## src/hw/rtl/bsfe_pkg.sv

```systemverilog
// Package for the byte stack frame engine: sizes, opcodes, status codes,
// and the command/status structs between controller and datapath.
// No dependencies.
package bsfe_pkg;

  localparam int STACK_SIZE     = 4096;
  localparam int HANDLER_OFFSET = 2;
  localparam int MAX_FRAMES     = 256;

  localparam int MEM_AW  = $clog2(STACK_SIZE);      // byte memory index
  localparam int PTR_W   = 13;                      // pointer / address field width
  localparam int WORD_W  = 16;                      // data and link word width
  localparam int BYTE_W  = 8;
  localparam int OP_W    = 4;
  localparam int ST_W    = 2;
  localparam int CNT_W   = $clog2(MAX_FRAMES + 1);
  localparam int IN_W    = OP_W + WORD_W + PTR_W + PTR_W;  // 46 used bits
  localparam int IN_BUS  = ((IN_W + 7) / 8) * 8;
  localparam int OUT_W   = WORD_W + PTR_W + ST_W + 1;      // 32 bits
  localparam int OUT_BUS = ((OUT_W + 7) / 8) * 8;

  // opcodes
  localparam logic [OP_W-1:0] OP_PUSH8    = 4'd0;
  localparam logic [OP_W-1:0] OP_PUSH16   = 4'd1;
  localparam logic [OP_W-1:0] OP_POP8     = 4'd2;
  localparam logic [OP_W-1:0] OP_POP16    = 4'd3;
  localparam logic [OP_W-1:0] OP_MARK_AUX = 4'd4;
  localparam logic [OP_W-1:0] OP_POP_AUX8 = 4'd5;
  localparam logic [OP_W-1:0] OP_READ16   = 4'd6;
  localparam logic [OP_W-1:0] OP_READ8    = 4'd7;
  localparam logic [OP_W-1:0] OP_WRITE16  = 4'd8;
  localparam logic [OP_W-1:0] OP_FIND     = 4'd9;

  // result status
  localparam logic [ST_W-1:0] ST_OK    = 2'd0;
  localparam logic [ST_W-1:0] ST_OVF   = 2'd1;
  localparam logic [ST_W-1:0] ST_UNF   = 2'd2;
  localparam logic [ST_W-1:0] ST_LIMIT = 2'd3;

  // memory address select
  localparam logic [3:0] MA_SP     = 4'd0;
  localparam logic [3:0] MA_SP_P1  = 4'd1;
  localparam logic [3:0] MA_SP_M1  = 4'd2;
  localparam logic [3:0] MA_SP_M2  = 4'd3;
  localparam logic [3:0] MA_AUX    = 4'd4;
  localparam logic [3:0] MA_ADDR   = 4'd5;
  localparam logic [3:0] MA_ADDR_P1 = 4'd6;
  localparam logic [3:0] MA_ADDR_M1 = 4'd7;
  localparam logic [3:0] MA_FP     = 4'd8;
  localparam logic [3:0] MA_FP_P1  = 4'd9;
  localparam logic [3:0] MA_FP_H   = 4'd10;
  localparam logic [3:0] MA_FP_H1  = 4'd11;

  // stack pointer update
  localparam logic [2:0] SP_HOLD = 3'd0;
  localparam logic [2:0] SP_INC1 = 3'd1;
  localparam logic [2:0] SP_INC2 = 3'd2;
  localparam logic [2:0] SP_DEC1 = 3'd3;
  localparam logic [2:0] SP_DEC2 = 3'd4;

  // result data select
  localparam logic [1:0] RES_ZERO = 2'd0;
  localparam logic [1:0] RES_BYTE = 2'd1;
  localparam logic [1:0] RES_WORD = 2'd2;

  typedef struct packed {
    logic             load;       // latch input beat
    logic             mem_we;
    logic             mem_re;
    logic [3:0]       ma_sel;
    logic             wd_hi;      // write high byte of value
    logic [2:0]       sp_op;
    logic             aux_mark;
    logic             aux_inc;
    logic             hi_load;    // keep read byte as high half of word
    logic             fp_link;    // follow frame link, bump link count
    logic             res_load;
    logic [1:0]       res_sel;
    logic [ST_W-1:0]  res_status;
    logic             res_found;
    logic             out_load;
  } bsfe_cmd_t;

  typedef struct packed {
    logic [OP_W-1:0]  op;
    logic             sp_ge1;
    logic             sp_ge2;
    logic             sp_lt;
    logic             sp_word_ok;
    logic             aux_lt;
    logic             addr_lt;
    logic             addr_word_ok;
    logic             addr_wr_ok;
    logic             fp_zero;
    logic             cnt_max;
    logic             fp_h_ok;
    logic             fp_ok;
    logic             word_nz;
    logic [PTR_W-1:0] sp;
    logic [PTR_W-1:0] aux;
    logic [CNT_W-1:0] cnt;
  } bsfe_stat_t;

endpackage

```

## src/hw/rtl/bsfe_ctrl.sv

```systemverilog
// Controller state machine: decodes the opcode, sequences memory accesses
// and the frame walk, and runs both stream handshakes. Depends on bsfe_pkg.
module bsfe_ctrl
  import bsfe_pkg::*;
(
  input  logic       clk,
  input  logic       rst,
  input  logic       s_tvalid,
  output logic       s_tready,
  output logic       m_tvalid,
  input  logic       m_tready,
  input  bsfe_stat_t stat,
  output bsfe_cmd_t  cmd
);

  localparam logic [3:0] S_IDLE  = 4'd0;
  localparam logic [3:0] S_EXEC  = 4'd1;
  localparam logic [3:0] S_WR_HI = 4'd2;
  localparam logic [3:0] S_RD_B  = 4'd3;
  localparam logic [3:0] S_RD_H  = 4'd4;
  localparam logic [3:0] S_RD_W  = 4'd5;
  localparam logic [3:0] S_WCHK  = 4'd6;
  localparam logic [3:0] S_WH1   = 4'd7;
  localparam logic [3:0] S_WH2   = 4'd8;
  localparam logic [3:0] S_WL1   = 4'd9;
  localparam logic [3:0] S_WL2   = 4'd10;
  localparam logic [3:0] S_DONE  = 4'd11;

  logic [3:0]      state, state_next;
  logic            out_free;
  logic            fin;
  logic [1:0]      fin_sel;
  logic [ST_W-1:0] fin_st;
  logic            fin_found;

  assign out_free = !m_tvalid || m_tready;

  always_comb begin
    cmd        = '0;
    s_tready   = 1'b0;
    state_next = state;
    fin        = 1'b0;
    fin_sel    = RES_ZERO;
    fin_st     = ST_OK;
    fin_found  = 1'b0;

    unique case (state)
      S_IDLE: begin
        s_tready = 1'b1;
        if (s_tvalid) begin
          cmd.load   = 1'b1;
          state_next = S_EXEC;
        end
      end
      S_EXEC: begin
        unique case (stat.op)
          OP_PUSH8: begin
            if (stat.sp_ge1) begin
              cmd.mem_we = 1'b1;
              cmd.ma_sel = MA_SP_M1;
              cmd.sp_op  = SP_DEC1;
              fin        = 1'b1;
            end else begin
              fin    = 1'b1;
              fin_st = ST_OVF;
            end
          end
          OP_PUSH16: begin
            if (stat.sp_ge2) begin
              cmd.mem_we = 1'b1;
              cmd.ma_sel = MA_SP_M1;
              state_next = S_WR_HI;
            end else begin
              fin    = 1'b1;
              fin_st = ST_OVF;
            end
          end
          OP_WRITE16: begin
            if (stat.addr_wr_ok) begin
              cmd.mem_we = 1'b1;
              cmd.ma_sel = MA_ADDR;
              state_next = S_WR_HI;
            end else begin
              fin    = 1'b1;
              fin_st = ST_OVF;
            end
          end
          OP_POP8: begin
            if (stat.sp_lt) begin
              cmd.mem_re = 1'b1;
              cmd.ma_sel = MA_SP;
              state_next = S_RD_B;
            end else begin
              fin    = 1'b1;
              fin_st = ST_UNF;
            end
          end
          OP_POP_AUX8: begin
            if (stat.aux_lt) begin
              cmd.mem_re = 1'b1;
              cmd.ma_sel = MA_AUX;
              state_next = S_RD_B;
            end else begin
              fin    = 1'b1;
              fin_st = ST_UNF;
            end
          end
          OP_READ8: begin
            if (stat.addr_lt) begin
              cmd.mem_re = 1'b1;
              cmd.ma_sel = MA_ADDR;
              state_next = S_RD_B;
            end else begin
              fin    = 1'b1;
              fin_st = ST_UNF;
            end
          end
          OP_POP16: begin
            if (stat.sp_word_ok) begin
              cmd.mem_re = 1'b1;
              cmd.ma_sel = MA_SP;
              state_next = S_RD_H;
            end else begin
              fin    = 1'b1;
              fin_st = ST_UNF;
            end
          end
          OP_READ16: begin
            if (stat.addr_word_ok) begin
              cmd.mem_re = 1'b1;
              cmd.ma_sel = MA_ADDR;
              state_next = S_RD_H;
            end else begin
              fin    = 1'b1;
              fin_st = ST_UNF;
            end
          end
          OP_MARK_AUX: begin
            cmd.aux_mark = 1'b1;
            fin          = 1'b1;
          end
          OP_FIND: state_next = S_WCHK;
          default: fin = 1'b1;   // unused opcode: no effect
        endcase
      end
      S_WR_HI: begin
        cmd.mem_we = 1'b1;
        cmd.wd_hi  = 1'b1;
        if (stat.op == OP_PUSH16) begin
          cmd.ma_sel = MA_SP_M2;
          cmd.sp_op  = SP_DEC2;
        end else begin
          cmd.ma_sel = MA_ADDR_M1;
        end
        fin = 1'b1;
      end
      S_RD_B: begin
        if (stat.op == OP_POP8)     cmd.sp_op   = SP_INC1;
        if (stat.op == OP_POP_AUX8) cmd.aux_inc = 1'b1;
        fin     = 1'b1;
        fin_sel = RES_BYTE;
      end
      S_RD_H: begin
        cmd.hi_load = 1'b1;
        cmd.mem_re  = 1'b1;
        cmd.ma_sel  = (stat.op == OP_POP16) ? MA_SP_P1 : MA_ADDR_P1;
        state_next  = S_RD_W;
      end
      S_RD_W: begin
        if (stat.op == OP_POP16) cmd.sp_op = SP_INC2;
        fin     = 1'b1;
        fin_sel = RES_WORD;
      end
      S_WCHK: begin
        priority if (stat.fp_zero) begin
          fin = 1'b1;
        end else if (stat.cnt_max) begin
          fin    = 1'b1;
          fin_st = ST_LIMIT;
        end else if (!stat.fp_h_ok) begin
          fin    = 1'b1;
          fin_st = ST_UNF;
        end else begin
          cmd.mem_re = 1'b1;
          cmd.ma_sel = MA_FP_H;
          state_next = S_WH1;
        end
      end
      S_WH1: begin
        cmd.hi_load = 1'b1;
        cmd.mem_re  = 1'b1;
        cmd.ma_sel  = MA_FP_H1;
        state_next  = S_WH2;
      end
      S_WH2: begin
        priority if (stat.word_nz) begin
          fin       = 1'b1;
          fin_sel   = RES_WORD;
          fin_found = 1'b1;
        end else if (!stat.fp_ok) begin
          fin    = 1'b1;
          fin_st = ST_UNF;
        end else begin
          cmd.mem_re = 1'b1;
          cmd.ma_sel = MA_FP;
          state_next = S_WL1;
        end
      end
      S_WL1: begin
        cmd.hi_load = 1'b1;
        cmd.mem_re  = 1'b1;
        cmd.ma_sel  = MA_FP_P1;
        state_next  = S_WL2;
      end
      S_WL2: begin
        cmd.fp_link = 1'b1;
        state_next  = S_WCHK;
      end
      S_DONE: begin
        if (out_free) begin
          cmd.out_load = 1'b1;
          s_tready     = 1'b1;
          if (s_tvalid) begin
            cmd.load   = 1'b1;
            state_next = S_EXEC;
          end else begin
            state_next = S_IDLE;
          end
        end
      end
      default: state_next = S_IDLE;
    endcase

    if (fin) begin
      cmd.res_load   = 1'b1;
      cmd.res_sel    = fin_sel;
      cmd.res_status = fin_st;
      cmd.res_found  = fin_found;
      state_next     = S_DONE;
    end
  end

  always_ff @(posedge clk) begin
    if (rst) begin
      state    <= S_IDLE;
      m_tvalid <= 1'b0;
    end else begin
      state <= state_next;
      if (cmd.out_load)  m_tvalid <= 1'b1;
      else if (m_tready) m_tvalid <= 1'b0;
    end
  end

endmodule

```

## config.mk

```make
export PLATFORM = sky130hd
export DESIGN_NAME = bsfe_ctrl
export DESIGN_NICKNAME = d
export VERILOG_FILES = /design/src/hw/rtl/bsfe_pkg.sv /design/src/hw/rtl/bsfe_ctrl.sv
export SDC_FILE = /design/constraint.sdc
export NUM_CORES = 1
export LEC_CHECK = 0
export BUFFER_PORTS_ARGS = -buffer_cell sky130_fd_sc_hd__buf_2
export CAP_MARGIN = 15
export CORE_MARGIN = 4
export CORE_UTILIZATION = 30
export DETAILED_ROUTE_END_ITERATION = 8
export SYNTH_ARGS = -nofsm -noshare
export SYNTH_HDL_FRONTEND = slang
export SYNTH_SLANG_ARGS = --single-unit
```

## constraint.sdc

```tcl
create_clock -name clk -period 2.5 [get_ports clk]
set_clock_uncertainty 0.15 [all_clocks]
set_input_delay 0.25 -clock clk [delete_from_list [all_inputs] [get_ports clk]]
set_output_delay 0.25 -clock clk [all_outputs]
set_load 0.01 [all_outputs]
```

==> run metrics <==
Arr. time, crit path 1.93 ns; Power Density 781 nW/µm²; mapped cell area 1110 µm²; synthesis-stage register bit count 5; Post-DRT Antenna Nets 0; DPL Wire Length 2.83 mm; crit-path max FO 14; vias in the first global route 1,276; sequential fraction of the synthesis area 8.99%; port buffer count 44; # setup viols final 0; Yosys warning count 0; ys flop type dfxtp_1; DRC 0; Period Utilization, post-route 93.3%; drt total wl 3.57 mm; P_int 0.565 mW; Core Box Area 3470 µm²; Starting Density 32.1%; Clk Latency, worst-skew pair 0.23 ns; Antenna Cells 0; CP endpoint cmd[3]; CTS tree yes; max-cap violations 0; design area 1420 µm²; Worst Setup Start Kind primary input; Slew Viols, Final 0; drt first pass iters 4; ranking of synthesized cells by area dfxtp_1, a21oi_1, nand2_1; Syn Inst Count 171; area leader, netlist dfxtp_1; H-tree levels 1; status completed; minimum clock period 2.33 ns; Worst Hold Class primary input to register; WHS 0.0939 ns; DR top layer met4; grt ovf 0; Post-Syn Nets 227; metal2 WL 1.58 mm; switching part of the total power 48.9%; Peak VDD IR 0.000174 V; DR WL/cell 13.9 µm; fmax 0.429 GHz; IO Pins 80; RSZ-0062 raised after global routing no; post-route setup TNS 0 ns; initial antenna violation count 0; gr usage total 15.4%; TritonCTS buffer count 3; Synth Area per Inst 6.51 µm²; Logic pwr share 69.6%; number of flops mapped to enable cells by yosys 0; worst reg2reg path depth 6; WL met3 294 µm; clock network fraction of design power 13.9%; Final Hold Viols 0; drt first-iter violations 96; Worst Setup End Kind primary output; Worst setup startpoint stat[51]; CTS max path bufs 2; DRT met1 WL 1.66 mm; R2R Path End state[2]; fraction of layout cells with a size suffix above 1 32.7%; die height 68.9 µm; Slew Limit Headroom 54.0%; pin slew with the least headroom to its limit 0.672 ns; ys async rst share 0%; GP Congestion 0.883; Worst R2R Start state[0]; Die Wd 68.9 µm; Leakage 0.627 nW; Yosys cell types 54; Data required, critical path 2.10 ns; Reg2Reg Setup Slack 0.48 ns; Area Growth Syn to Fin 27.2%; Cell Count, Final, Fillers Out 257; vias 1,387; # nets final 268; crit path kind primary input to primary output; Die Area 4750 µm²; Seq pwr share 16.4%; Std-Cell Rows 21; via/cell ratio 5.40; Sink Count 5; Placed Cells 253; Placed Area 1370 µm²; largest net degree at the start of global routing 22; first-pass GRT wire length 5.76 mm; Root Driver clkbuf_8; Fill cells 400; Switching Power 0.541 mW; top cell type's share of synthesized area 8.99%; Worst-path clk slew 0.04 ns
## registers in the layout (all words and copies together), names as in the netlist
register and cells:
state 4, m_tvalid 1
## final cells by class
type / count / area, µm² / area share, %
Sequential cell: 5 / 104 / 7.33
Timing Repair Buffer: 53 / 288 / 20.3
Tap cell: 46 / 57.6 / 4.06
Inverter: 5 / 18.8 / 1.33
Clock buffer: 4 / 45.0 / 3.18
Multi-Input combinational cell: 144 / 903 / 63.8
## power groups by stage
stage                     Combinational, mW  Sequential [mW]  Clock [mW]
after floorplan                       0.598            0.122           0
after global placement                0.769            0.177           0
after detailed placement              0.768            0.180           0
after CTS                             0.772            0.178       0.157
after global routing                  0.851            0.193       0.162
final                                 0.770            0.182       0.154
## per-stage QoR
stage / setup slack [ns] / total power [mW] / util [%]
global route: 0.0230 / 1.21 / 40.8
detailed placement: 0.179 / 0.947 / 39.4
global placement: 0.207 / 0.945 / 39.4
CTS: 0.0856 / 1.11 / 40.7
finish: 0.168 / 1.11 / 40.8
floorplan: 0.561 / 0.720 / -
## placed cells by master, fill, tap and decap left out, types with 3 or more instances in the layout
cell,n
a21oi_1,15
inv_1,4
nor4_1,5
clkbuf_8,3
buf_2,44
buf_4,9
mux2i_1,4
dfxtp_2,3
nor2_1,13
or4b_1,3
o21ai_0,11
nand2b_1,10
nor2b_1,6
nand2_1,20
nor3_1,8
nand3b_1,3
## kinds of logic (layout without fill, tap and decap cells)
kind of cell | count (synthesis) | in the layout | share of synthesized area [%]
simple gates | 89 | 89 | 46.2
compound gates | 47 | 47 | 27.8
buf+inv | 22 | 62 | 9.89
mux | 6 | 6 | 5.62
flops | 5 | 5 | 8.99
xor+xnor | 2 | 2 | 1.57
## cell usage after synthesis (2+ instances only)
master / number
nor2b_1: 6
buf_2: 10
clkbuf_1: 3
nor2_1: 13
nand2b_1: 10
and3_1: 2
nand4bb_1: 2
nor4_1: 5
o21bai_1: 2
xnor2_1: 2
nor3_1: 8
nor4b_1: 2
nand3b_1: 3
nand4_1: 2
nand3_1: 2
or4b_1: 3
or2_2: 2
o32ai_1: 2
nand2_1: 20
inv_1: 4
o22ai_1: 2
o21ai_0: 11
mux2i_1: 4
buf_4: 2
a21oi_1: 15
and2_1: 2
dfxtp_1: 5
## what timing repair did
| action | in CTS | in global routing |
|---|---|---|
| resized for setup | 0 | 3 |
| setup buffers | 0 | 0 |
| hold buffers | 0 | 0 |
| setup endpoints to repair | 0 | 2 |
## worst min path at each step
| stage | start | to | slack [ns] | cells past startpoint |
|---|---|---|---|---|
| after floorplan | rst | state[0] | 0.16 | 1 |
| after global placement | rst | state[0] | 0.33 | 2 |
| after detailed placement | rst | state[0] | 0.33 | 2 |
| after CTS | rst | state[0] | 0.09 | 2 |
| after global routing | rst | state[0] | 0.10 | 2 |
| final | rst | state[0] | 0.09 | 2 |
## routing by layer
layer	vias up	track usage [%]
met5	-	0
met1	614	22.3
met2	58	24.5
met3	2	0.810
met4	0	4.14
li1	713	-
## critical path: stages
cell	delay, ns
buf_2	0.18
nand2b_1	0.23
a2111oi_0	0.65
o21ai_0	0.28
o311ai_0	0.15
buf_2	0.19
No activity file was read; power rests on OpenSTA's default activity.
